--- config.mk ---
export PLATFORM = sky130hd
export DESIGN_NAME = button_debounce_autorepeat
export DESIGN_NICKNAME = d
export VERILOG_FILES = /design/src/bda_pkg.sv /design/src/bda_debounce.sv /design/src/bda_repeat.sv /design/src/bda_regs.sv /design/src/button_debounce_autorepeat.sv
export SDC_FILE = /design/constraint.sdc
export NUM_CORES = 2
export LEC_CHECK = 0
export BUFFER_PORTS_ARGS = -buffer_cell sky130_fd_sc_hd__buf_2
export CORE_MARGIN = 5
export CORE_UTILIZATION = 45
export CTS_CLUSTER_SIZE = 28
export DETAILED_ROUTE_END_ITERATION = 10
export PLACE_DENSITY = 0.66
export REMOVE_ABC_BUFFERS = 1
export SLEW_MARGIN = 25
export SYNTH_ARGS = -nofsm -noshare
export SYNTH_HDL_FRONTEND = slang
export SYNTH_SLANG_ARGS = --single-unit
--- constraint.sdc ---
create_clock -name clk -period 6.4 [get_ports clk]
set_clock_uncertainty 0.05 [all_clocks]
set_input_delay 0.32 -clock clk [delete_from_list [all_inputs] [get_ports clk]]
set_output_delay 0.32 -clock clk [all_outputs]
set_load 0.005 [all_outputs]
--- src/bda_pkg.sv ---
// Shared types, constants and register codes for the button debounce and autorepeat block
package bda_pkg;

	localparam int NUM_BUTTONS   = 5;
	localparam int NUM_CHANNELS  = 9;
	localparam int SAMPLE_BITS   = 12;
	localparam int INTEG_BITS    = 8;
	localparam int COUNT_BITS    = 16;
	localparam logic [INTEG_BITS-1:0] DEBOUNCE_FULL = 8'd100;

	localparam int CH_RIGHT = 5;
	localparam int CH_LEFT  = 6;
	localparam int CH_UP    = 7;
	localparam int CH_DOWN  = 8;

	localparam int IN_DATA_BITS  = 32;
	localparam int OUT_DATA_BITS = 24;
	localparam int ADDR_BITS     = 5;
	localparam int APB_DATA_BITS = 32;

	typedef enum logic [2:0] {
		REG_STEP_UP        = 3'd0,
		REG_STEP_DOWN      = 3'd1,
		REG_UPPER_PRESS    = 3'd2,
		REG_UPPER_RELEASE  = 3'd3,
		REG_LOWER_PRESS    = 3'd4,
		REG_LOWER_RELEASE  = 3'd5,
		REG_REPEAT_DELAY   = 3'd6,
		REG_REPEAT_INTERVAL = 3'd7
	} reg_idx_t;

	typedef struct packed {
		logic [INTEG_BITS-1:0]  step_up;
		logic [INTEG_BITS-1:0]  step_down;
		logic [SAMPLE_BITS-1:0] upper_press_level;
		logic [SAMPLE_BITS-1:0] upper_release_level;
		logic [SAMPLE_BITS-1:0] lower_press_level;
		logic [SAMPLE_BITS-1:0] lower_release_level;
		logic [COUNT_BITS-1:0]  repeat_delay;
		logic [COUNT_BITS-1:0]  repeat_interval;
	} bda_cfg_t;

	localparam bda_cfg_t CFG_RESET = '{
		step_up:             8'd10,
		step_down:           8'd10,
		upper_press_level:   12'd3595,
		upper_release_level: 12'd3095,
		lower_press_level:   12'd500,
		lower_release_level: 12'd1000,
		repeat_delay:        16'd100,
		repeat_interval:     16'd30
	};

endpackage

--- src/bda_debounce.sv ---
// Button integrators, joystick hysteresis and the debounced state register
module bda_debounce import bda_pkg::*; (
	input  logic                    clk,
	input  logic                    arst_n,
	input  logic                    adv,
	input  bda_cfg_t                cfg,
	input  logic [NUM_BUTTONS-1:0]  raw_buttons,
	input  logic [SAMPLE_BITS-1:0]  joy_x,
	input  logic [SAMPLE_BITS-1:0]  joy_y,
	output logic [NUM_CHANNELS-1:0] bits_old,
	output logic [NUM_CHANNELS-1:0] bits_new
);

	logic [INTEG_BITS-1:0]   integ_q [NUM_BUTTONS];
	logic [INTEG_BITS-1:0]   integ_d [NUM_BUTTONS];
	logic [NUM_CHANNELS-1:0] bits_q;

	always_comb begin
		logic [INTEG_BITS:0] sum;
		bits_new = bits_q;
		for (int i = 0; i < NUM_BUTTONS; i++) begin
			sum = {1'b0, integ_q[i]} + {1'b0, cfg.step_up};
			if (raw_buttons[i]) begin
				if (sum >= {1'b0, DEBOUNCE_FULL}) begin
					integ_d[i]  = DEBOUNCE_FULL;
					bits_new[i] = 1'b1;
				end else begin
					integ_d[i] = sum[INTEG_BITS-1:0];
				end
			end else begin
				if (integ_q[i] <= cfg.step_down) begin
					integ_d[i]  = '0;
					bits_new[i] = 1'b0;
				end else begin
					integ_d[i] = integ_q[i] - cfg.step_down;
				end
			end
		end

		if (joy_x > cfg.upper_press_level)   bits_new[CH_RIGHT] = 1'b1;
		if (joy_x < cfg.upper_release_level) bits_new[CH_RIGHT] = 1'b0;
		if (joy_x < cfg.lower_press_level)   bits_new[CH_LEFT]  = 1'b1;
		if (joy_x > cfg.lower_release_level) bits_new[CH_LEFT]  = 1'b0;
		if (joy_y > cfg.upper_press_level)   bits_new[CH_UP]    = 1'b1;
		if (joy_y < cfg.upper_release_level) bits_new[CH_UP]    = 1'b0;
		if (joy_y < cfg.lower_press_level)   bits_new[CH_DOWN]  = 1'b1;
		if (joy_y > cfg.lower_release_level) bits_new[CH_DOWN]  = 1'b0;
	end

	assign bits_old = bits_q;

	always_ff @(posedge clk or negedge arst_n) begin
		if (!arst_n) begin
			bits_q <= '0;
			for (int i = 0; i < NUM_BUTTONS; i++) integ_q[i] <= '0;
		end else if (adv) begin
			bits_q <= bits_new;
			for (int i = 0; i < NUM_BUTTONS; i++) integ_q[i] <= integ_d[i];
		end
	end

endmodule

--- src/bda_repeat.sv ---
// Per-channel hold and phase counters that fire autorepeat presses
module bda_repeat import bda_pkg::*; (
	input  logic                    clk,
	input  logic                    arst_n,
	input  logic                    adv,
	input  bda_cfg_t                cfg,
	input  logic [NUM_CHANNELS-1:0] held,
	output logic [NUM_CHANNELS-1:0] fire
);

	logic [COUNT_BITS-1:0] hold_q  [NUM_CHANNELS];
	logic [COUNT_BITS-1:0] phase_q [NUM_CHANNELS];
	logic [COUNT_BITS-1:0] hold_d  [NUM_CHANNELS];
	logic [COUNT_BITS-1:0] phase_d [NUM_CHANNELS];

	always_comb begin
		logic [COUNT_BITS-1:0] inc;
		for (int c = 0; c < NUM_CHANNELS; c++) begin
			hold_d[c]  = hold_q[c];
			phase_d[c] = phase_q[c];
			fire[c]    = 1'b0;
			inc        = '0;
			if (!held[c]) begin
				hold_d[c]  = '0;
				phase_d[c] = '0;
			end else if (hold_q[c] < cfg.repeat_delay) begin
				hold_d[c] = hold_q[c] + 1'b1;
				if (hold_d[c] == cfg.repeat_delay) begin
					phase_d[c] = '0;
					fire[c]    = 1'b1;
				end
			end else begin
				inc = phase_q[c] + 1'b1;
				if (inc >= cfg.repeat_interval) begin
					phase_d[c] = '0;
					fire[c]    = 1'b1;
				end else begin
					phase_d[c] = inc;
				end
			end
		end
	end

	always_ff @(posedge clk or negedge arst_n) begin
		if (!arst_n) begin
			for (int c = 0; c < NUM_CHANNELS; c++) begin
				hold_q[c]  <= '0;
				phase_q[c] <= '0;
			end
		end else if (adv) begin
			for (int c = 0; c < NUM_CHANNELS; c++) begin
				hold_q[c]  <= hold_d[c];
				phase_q[c] <= phase_d[c];
			end
		end
	end

endmodule

--- src/bda_regs.sv ---
// APB configuration register file
module bda_regs import bda_pkg::*; (
	input  logic                     clk,
	input  logic                     arst_n,
	input  logic                     psel,
	input  logic                     penable,
	input  logic                     pwrite,
	input  logic [ADDR_BITS-1:0]     paddr,
	input  logic [APB_DATA_BITS-1:0] pwdata,
	output logic [APB_DATA_BITS-1:0] prdata,
	output logic                     pready,
	output bda_cfg_t                 cfg
);

	bda_cfg_t cfg_q;
	reg_idx_t idx;
	logic     wr;

	assign idx    = reg_idx_t'(paddr[ADDR_BITS-1:2]);
	assign wr     = psel && penable && pwrite;
	assign pready = 1'b1;
	assign cfg    = cfg_q;

	always_ff @(posedge clk or negedge arst_n) begin
		if (!arst_n) begin
			cfg_q <= CFG_RESET;
		end else if (wr) begin
			case (idx)
				REG_STEP_UP:         cfg_q.step_up             <= pwdata[INTEG_BITS-1:0];
				REG_STEP_DOWN:       cfg_q.step_down           <= pwdata[INTEG_BITS-1:0];
				REG_UPPER_PRESS:     cfg_q.upper_press_level   <= pwdata[SAMPLE_BITS-1:0];
				REG_UPPER_RELEASE:   cfg_q.upper_release_level <= pwdata[SAMPLE_BITS-1:0];
				REG_LOWER_PRESS:     cfg_q.lower_press_level   <= pwdata[SAMPLE_BITS-1:0];
				REG_LOWER_RELEASE:   cfg_q.lower_release_level <= pwdata[SAMPLE_BITS-1:0];
				REG_REPEAT_DELAY:    cfg_q.repeat_delay        <= pwdata[COUNT_BITS-1:0];
				REG_REPEAT_INTERVAL: cfg_q.repeat_interval     <= pwdata[COUNT_BITS-1:0];
				default: ;
			endcase
		end
	end

	always_comb begin
		case (idx)
			REG_STEP_UP:         prdata = APB_DATA_BITS'(cfg_q.step_up);
			REG_STEP_DOWN:       prdata = APB_DATA_BITS'(cfg_q.step_down);
			REG_UPPER_PRESS:     prdata = APB_DATA_BITS'(cfg_q.upper_press_level);
			REG_UPPER_RELEASE:   prdata = APB_DATA_BITS'(cfg_q.upper_release_level);
			REG_LOWER_PRESS:     prdata = APB_DATA_BITS'(cfg_q.lower_press_level);
			REG_LOWER_RELEASE:   prdata = APB_DATA_BITS'(cfg_q.lower_release_level);
			REG_REPEAT_DELAY:    prdata = APB_DATA_BITS'(cfg_q.repeat_delay);
			REG_REPEAT_INTERVAL: prdata = APB_DATA_BITS'(cfg_q.repeat_interval);
			default:             prdata = '0;
		endcase
	end

endmodule

--- src/button_debounce_autorepeat.sv ---
// Top level: input register, debounce and autorepeat logic, output register
//
//  channel   direction  handshake                 payload
//  s_axis    in         s_axis_tvalid/tready      tdata: raw_buttons, joy_x, joy_y
//  m_axis    out        m_axis_tvalid/tready      tdata: debounced, presses
//  apb       in         psel/penable/pready       paddr, pwdata, prdata
//
// One word per cycle while the output is not stalled; each word passes through the input
// register, then the result register, before it leaves. The scan state updates when a
// word moves from the input register into the result register.
// Reset clears all integrators, counters and debounced bits and loads the
// register defaults. A stalled output holds one word in the result register
// and one in the input register before s_axis_tready drops.
module button_debounce_autorepeat import bda_pkg::*; (
	input  logic                     clk,
	input  logic                     arst_n,
	input  logic                     s_axis_tvalid,
	output logic                     s_axis_tready,
	// [4:0] raw_buttons, [16:5] joy_x, [28:17] joy_y, [31:29] zero
	input  logic [IN_DATA_BITS-1:0]  s_axis_tdata,
	output logic                     m_axis_tvalid,
	input  logic                     m_axis_tready,
	// [8:0] debounced, [17:9] presses, [23:18] zero
	output logic [OUT_DATA_BITS-1:0] m_axis_tdata,
	input  logic                     psel,
	input  logic                     penable,
	input  logic                     pwrite,
	input  logic [ADDR_BITS-1:0]     paddr,
	input  logic [APB_DATA_BITS-1:0] pwdata,
	output logic [APB_DATA_BITS-1:0] prdata,
	output logic                     pready
);

	bda_cfg_t cfg;

	logic                    valid_s1;
	logic [NUM_BUTTONS-1:0]  raw_s1;
	logic [SAMPLE_BITS-1:0]  joy_x_s1;
	logic [SAMPLE_BITS-1:0]  joy_y_s1;
	logic                    valid_s2;
	logic [NUM_CHANNELS-1:0] debounced_s2;
	logic [NUM_CHANNELS-1:0] presses_s2;

	logic                    adv;
	logic                    s_acc;
	logic [NUM_CHANNELS-1:0] bits_old;
	logic [NUM_CHANNELS-1:0] bits_new;
	logic [NUM_CHANNELS-1:0] fire;

	assign adv           = valid_s1 && (!valid_s2 || m_axis_tready);
	assign s_axis_tready = !valid_s1 || adv;
	assign s_acc         = s_axis_tvalid && s_axis_tready;

	bda_regs u_regs (
		.clk     (clk),
		.arst_n  (arst_n),
		.psel    (psel),
		.penable (penable),
		.pwrite  (pwrite),
		.paddr   (paddr),
		.pwdata  (pwdata),
		.prdata  (prdata),
		.pready  (pready),
		.cfg     (cfg)
	);

	always_ff @(posedge clk or negedge arst_n) begin
		if (!arst_n) begin
			valid_s1 <= 1'b0;
		end else if (s_acc) begin
			valid_s1 <= 1'b1;
		end else if (adv) begin
			valid_s1 <= 1'b0;
		end
	end

	always_ff @(posedge clk) begin
		if (s_acc) begin
			raw_s1   <= s_axis_tdata[NUM_BUTTONS-1:0];
			joy_x_s1 <= s_axis_tdata[NUM_BUTTONS +: SAMPLE_BITS];
			joy_y_s1 <= s_axis_tdata[NUM_BUTTONS+SAMPLE_BITS +: SAMPLE_BITS];
		end
	end

	bda_debounce u_debounce (
		.clk         (clk),
		.arst_n      (arst_n),
		.adv         (adv),
		.cfg         (cfg),
		.raw_buttons (raw_s1),
		.joy_x       (joy_x_s1),
		.joy_y       (joy_y_s1),
		.bits_old    (bits_old),
		.bits_new    (bits_new)
	);

	bda_repeat u_repeat (
		.clk    (clk),
		.arst_n (arst_n),
		.adv    (adv),
		.cfg    (cfg),
		.held   (bits_new),
		.fire   (fire)
	);

	always_ff @(posedge clk or negedge arst_n) begin
		if (!arst_n) begin
			valid_s2 <= 1'b0;
		end else if (adv) begin
			valid_s2 <= 1'b1;
		end else if (m_axis_tready) begin
			valid_s2 <= 1'b0;
		end
	end

	always_ff @(posedge clk) begin
		if (adv) begin
			debounced_s2 <= bits_new;
			presses_s2   <= (~bits_old & bits_new) | fire;
		end
	end

	assign m_axis_tvalid = valid_s2;
	assign m_axis_tdata  = {(OUT_DATA_BITS - 2*NUM_CHANNELS)'(0), presses_s2, debounced_s2};

`ifndef SYNTHESIS
	a_press_needs_set: assert property (@(posedge clk) disable iff (!arst_n)
		valid_s2 |-> ((presses_s2 & ~debounced_s2) == '0))
		else $error("press reported on a channel that is not set");

	a_stall_only_when_full: assert property (@(posedge clk) disable iff (!arst_n)
		!s_axis_tready |-> (valid_s1 && valid_s2 && !m_axis_tready))
		else $error("input stalled with room in the pipeline");

	a_adv_fills_output: assert property (@(posedge clk) disable iff (!arst_n)
		adv |=> valid_s2)
		else $error("advanced word did not reach the output register");
`endif

endmodule

== After elaboration in Yosys (flattened, before gate mapping) ==
Index checks and enable logic that the tools add are counted.
Word-level totals
  register bits after elaboration: 482
  input bits: 76
  output and inout port bits: 59
  logic and storage cells: 310
Cells by class
  add/sub/neg operators: 28
  $lt $le $gt $ge: 36
  eq/ne operators: 34
  mux-type cells: 133
  bitwise logic cells: 3
  reduce and logical (&&, ||, !) cells: 37
Operators by type and width (number)
  $mux 16: 54
  $add 16x1->16 const B: 18
  $pmux 32 s8: 1
  $eq 16x16->1: 9
  $ge 16x16->1: 9
  $lt 16x16->1: 9
  $mux 8: 15
  $mux 1: 63
  $reduce_and 2->1: 26
  $gt 12x12->1: 4
  $lt 12x12->1: 4
  $add 8x8->9: 5
  $ge 9x7->1 const B: 5
  $le 8x8->1: 5
  $sub 8x8->8: 5
  $ne 3x3->1 const B: 9
  $ne 2x1->1 const B: 9
  $eq 3x3->1 const B: 4
  $and 9x9->9: 1
  $not 9->9: 1
  $or 9x9->9: 1
  $eq 3x2->1 const B: 2
  $logic_and 1x1->1: 4
  $reduce_bool 2->1: 2
  4 further kinds: 6

== Longest topological paths before layout ==
  word-level depth: 6
  depth in mapped cells: 19
  depth with buffers taken out: 16

== Hierarchy ==
A second synthesis with hierarchy kept.
Second synthesis, totals
  cell total of the unflattened synthesis: 4587
  area, all modules: 40878.0 um^2
Modules (own cells, without submodules)
  bda_repeat: instances 1, cells an instance 3181, area each 26504.2 um^2, seq. area each 7206.9 um^2
  bda_debounce: instances 1, cells an instance 995, area each 8107.8 um^2, seq. area each 1226.2 um^2
  bda_regs: instances 1, cells an instance 331, area each 4600.7 um^2, seq. area each 2446.1 um^2
  button_debounce_autorepeat: instances 1, cells an instance 80, area each 1665.3 um^2, seq. area each 1461.4 um^2

== Least setup slack after synthesis ==
No wires, ideal clock.
  path type: reg-to-reg
  start point: register u_repeat.phase_q[48] (netlist bit)
  end point: register u_repeat.phase_q[61] (netlist bit)
  setup time: 0.077 ns
  arrival: 4.454 ns
  data required time: 6.273 ns
  setup slack: 1.819 ns
  stages on the path, launching flop included: 19
  buffers on the path: 3
  clock period less this slack: 4.581 ns
  cell sequence: dfrtp_1 -> ha_1 -> and3_1 -> and3_1 -> and3_1 -> and3_1 -> clkbuf_1 -> and3_1 -> xnor2_1 -> ha_1 -> and3_1 -> a221o_1 -> a221o_1 -> or4b_2 -> clkbuf_1 -> nor2_1 -> buf_2 -> a21oi_1 -> a21oi_1
On the way
  word-level cells in the longest chain between the ends: 5
RTL lines
  start: declaration: RTL line bda_repeat.sv:12  | logic [COUNT_BITS-1:0] phase_q [NUM_CHANNELS];
  start signal: indexed assignment: RTL line bda_repeat.sv:53  | phase_q[c] <= phase_d[c];
  $add 16x1->16 (*): RTL line bda_repeat.sv:33  | inc = phase_q[c] + 1'b1;
  $ge 16x16->1: RTL line bda_repeat.sv:34  | if (inc >= cfg.repeat_interval) begin
  $mux 16 (*): RTL line bda_repeat.sv:34
  $mux 16 (*): RTL line bda_repeat.sv:26  | end else if (hold_q[c] < cfg.repeat_delay) begin
  $mux 16 (*): RTL line bda_repeat.sv:23  | if (!held[c]) begin
Every way passes the cells marked *; elsewhere a longest branch is shown, timed or not.
A chain may end at the register's enable or synchronous reset.

== Final worst setup path ==
  start point: register u_repeat.phase_q[0] (netlist bit)
  end point: register u_repeat.phase_q[0] (netlist bit)
Same word-level chain as after synthesis.

==> results.py <==
metrics = {
    "setup_path": {
        "crit_path_cell_trace": "ha_1 -> nand3_1 -> nor3_1 -> and3_1 -> nand3_1 -> nor2_1 -> xor2_1 -> ha_1 -> a21o_1 -> a211o_1 -> a2111oi_0 -> o21ai_0 -> a211o_1 -> nor2_1 -> mux2_2",
        "path_buf_inv": 0,
        "critPathCaptureType": "flip-flop",
        "cp_slowest_cell": "nor2_1",
        "worst_r2r_path_depth": 15,
        "crit_family": "simple AND/OR/NAND/NOR gates",
        "rrSetupSlack_ns": 1.33,
        "worstPathRequired_ns": 6.92,
        "startpoint_type": "flip-flop",
        "crit_arrival_ns": 5.60,
        "rr_endpoint": "u_repeat.phase_q[0]",
        "crit_type": "flip-flop to flip-flop",
        "path_max_fanout": 16,
        "reg2reg_from": "u_repeat.phase_q[0]",
        "cpPeakStageDelay_ns": 0.78,
        "cp.depth": 15,
    },
    "cells_and_area": {
        "syn2layout_area_growth_pct": 10.17,
        "multiInputGateArea_um2": 26430,
        "drive_gt1_share_pct": 8.812,
        "n_fill_cell": 8257,
        "design_area_um2": 44500,
        "regArea_um2": 12340,
        "nets": 5248,
    },
    "synthesis": {
        "synth.area.top_cells": "dfrtp_1, ha_1, xnor2_1, o21ai_0, nand2_1",
        "synth_seq_area_share_pct": 30.55,
        "yosysWarnings": 0,
        "synth_cell_types": 95,
        "synth_top_area_share_pct": 24.78,
        "yosysMostFrequentCell": "ha_1",
        "async_flop_share_pct": 90.25,
        "synth-main-ff-cell": "dfrtp_1",
        "synth-seq-cells": 482,
        "synthCells": 4630,
        "synth_edf_count": 47,
        "synth_area_um2": 40390,
        "synthTopCellsByCount": "ha_1, nand2_1, dfrtp_1",
        "syn-mean-instance-area_um2": 8.724,
        "yosys.area.top_type": "dfrtp_1",
    },
    "flow_run": {
        "maxCapViolations": 0,
    },
    "route": {
        "drc": 0,
        "drt_iter0_markers": 3430,
        "drtPass1Iterations": 6,
        "via_per_inst": 6.198,
        "vias": 36557,
        "wl_mm": 126.5,
        "wire_per_inst_um": 21.45,
        "antenna_left": 0,
    },
    "power_and_ir_drop": {
        "power.switching_mw": 5.590,
        "p_leak_nw": 20.41,
        "power_frac_comb_pct": 44.3,
        "pwr-share-clk_pct": 25.7,
        "internal_power_mw": 7.716,
        "swShare_pct": 42.01,
        "p_seq_share_pct": 30.0,
        "powerDensity_nw_per_um2": 299.0,
        "ir_drop_mv": 0.2817,
    },
    "timing": {
        "min_period_ns": 5.073,
        "rsz0062_at_grt": "no",
        "tightest_slew_ns": 1.169,
        "slew_violations": 0,
        "slew_headroom_pct": 21.71,
        "fmax_ghz": 0.1971,
        "post-route-period-util_pct": 79.27,
        "setup_tns_ns": 0,
        "hold_ws_ns": 0.2326,
        "setup_viol": 0,
        "setup_ws_ns": 1.327,
        "final_hold_viol_count": 0,
    },
    "global_routing": {
        "antenna_found_initial": 5,
        "gr-total-overflow": 0,
        "grt_pass1_vias": 34209,
        "grt_use_total_pct": 25.63,
        "grt_pass1_wl_mm": 196.5,
        "grt_max_degree": 157,
    },
    "clock_tree": {
        "clockBufferDepth": 3,
        "clk_latency_ns": 0.65,
        "cts_buffers": 58,
        "postCtsSetupBuffers": 0,
        "htreeDepth": 2,
        "cts_sinks": 482,
        "cts_tree": "yes",
        "clkSlewWorstSetupHoldPaths_ns": 0.06,
        "cts-root-buf": "clkbuf_16",
    },
    "place": {
        "dp_worst_setup_slack_ns": 1.387,
        "gp_congestion": 0.9281,
        "hpwl_mm": 88.44,
        "port_buffers": 90,
        "dpl_cell_area_um2": 42040,
    },
    "die": {
        "core_area_um2": 88780,
        "io_pins": 135,
        "die_x_um": 309.6,
        "dieHeight_um": 309.6,
        "start_util_pct": 45.49,
        "die_area_um2": 95850,
        "std_cell_rows": 109,
    },
    "hold_path": {
        "min_path_type": "input port to asynchronous set/reset pin",
    },
    "status": {
        "status": "finished clean",
    },
}
==> power groups by stage <==
stage | Clock [mW] | Combinational (mW) | Sequential, mW
detailed placement | 0 | 5.77 | 4.04
global route | 3.60 | 6.49 | 4.03
finish | 3.41 | 5.90 | 3.99
floorplan | 0 | 3.86 | 3.90
CTS | 3.47 | 5.83 | 3.98
global placement | 0 | 5.65 | 4.03
==> flip-flops by register name, indices dropped and copies added, names as in the netlist, 12 cells and up <==
name / count
joy_x_s1: 12
joy_y_s1: 12
u_debounce.integ_q: 40
u_regs.cfg: 96
u_repeat.hold_q: 144
u_repeat.phase_q: 144
==> how the worst max path moves through the flow <==
stage	from	endpoint	slack, ns
final	u_repeat.phase_q[0]	u_repeat.phase_q[0]	1.33
after global routing	u_repeat.phase_q[0]	u_repeat.phase_q[0]	0.81
after CTS	u_repeat.phase_q[0]	u_repeat.phase_q[0]	1.37
after detailed placement	u_repeat.phase_q[0]	u_repeat.phase_q[0]	1.39
after global placement	u_repeat.phase_q[0]	u_repeat.phase_q[0]	1.47
after floorplan	m_axis_tready	u_repeat.phase_q[19]	-0.94
==> cell usage in the layout (no fill, tap or decap), types with 77 or more instances in the layout <==
master      n
o21ai_0   356
nand2_1   416
xor2_1    119
xnor2_1   205
nor3_1     83
buf_2      89
a21o_1    122
dfrtp_1   400
nor2_1    259
inv_1     198
and3_1     77
nand4_1    94
ha_1      478
a21oi_1   267
nand3_1   160
nand2b_1   81
==> kinds of logic after synthesis <==
group,after synthesis,synth area share [%]
and+or+nand+nor,1455,18.21
AOI/OAI and AO/OA,1355,22.23
adders and majority gates,489,15.33
DFF,482,30.55
buffers and inverters,447,4.448
xor gates and xnor gates,324,7.026
muxes,76,2.190
other,2,0.01859
==> area by class of cell <==
| cell class | instances | share of cell area (%) |
|---|---|---|
| antenna | 1 | 0.005624 |
| clock buffer | 81 | 3.844 |
| clock inverter | 27 | 0.5286 |
| inverter | 203 | 1.718 |
| multi-input combinational | 3722 | 59.39 |
| sequential | 482 | 27.73 |
| tap | 1165 | 3.276 |
| timing repair buffer | 217 | 3.509 |
==> per-layer routing <==
metal  GRT usage [%]  vias up  share of wire, %
met3           3.202      261               7.1
met1           35.97    17736                44
met4           8.977        2               4.0
met2           41.08     1276                45
li1                -    17282                 -
met5               0        -             0.010
==> stage by stage <==
step | power (mW) | std cells | util (%)
finish | 13.31 | 5898 | 50.12
global route | 14.13 | 5897 | 50.12
CTS | 13.28 | 5897 | 50.09
detailed placement | 9.802 | 5740 | 47.35
global placement | 9.675 | 5739 | 47.33
floorplan | 7.756 | 4407 | -
==> timing repair <==
| action | CTS | global route |
|---|---|---|
| endpoints found under the hold margin | 193 | 0 |
| resized for setup | 0 | 0 |
| hold buffers | 49 | 0 |
==> worst reg2reg max path: stages, from the launching register on <==
cell and delay (ns):
dfrtp_1 0.43, ha_1 0.27, nand3_1 0.14, nor3_1 0.40, and3_1 0.30, nand3_1 0.19, nor2_1 0.17, xor2_1 0.19
ha_1 0.27, a21o_1 0.18, a211o_1 0.32, a2111oi_0 0.33, o21ai_0 0.18, a211o_1 0.52, nor2_1 0.78, mux2_2 0.29
Power figures use the tool's default switching activity.
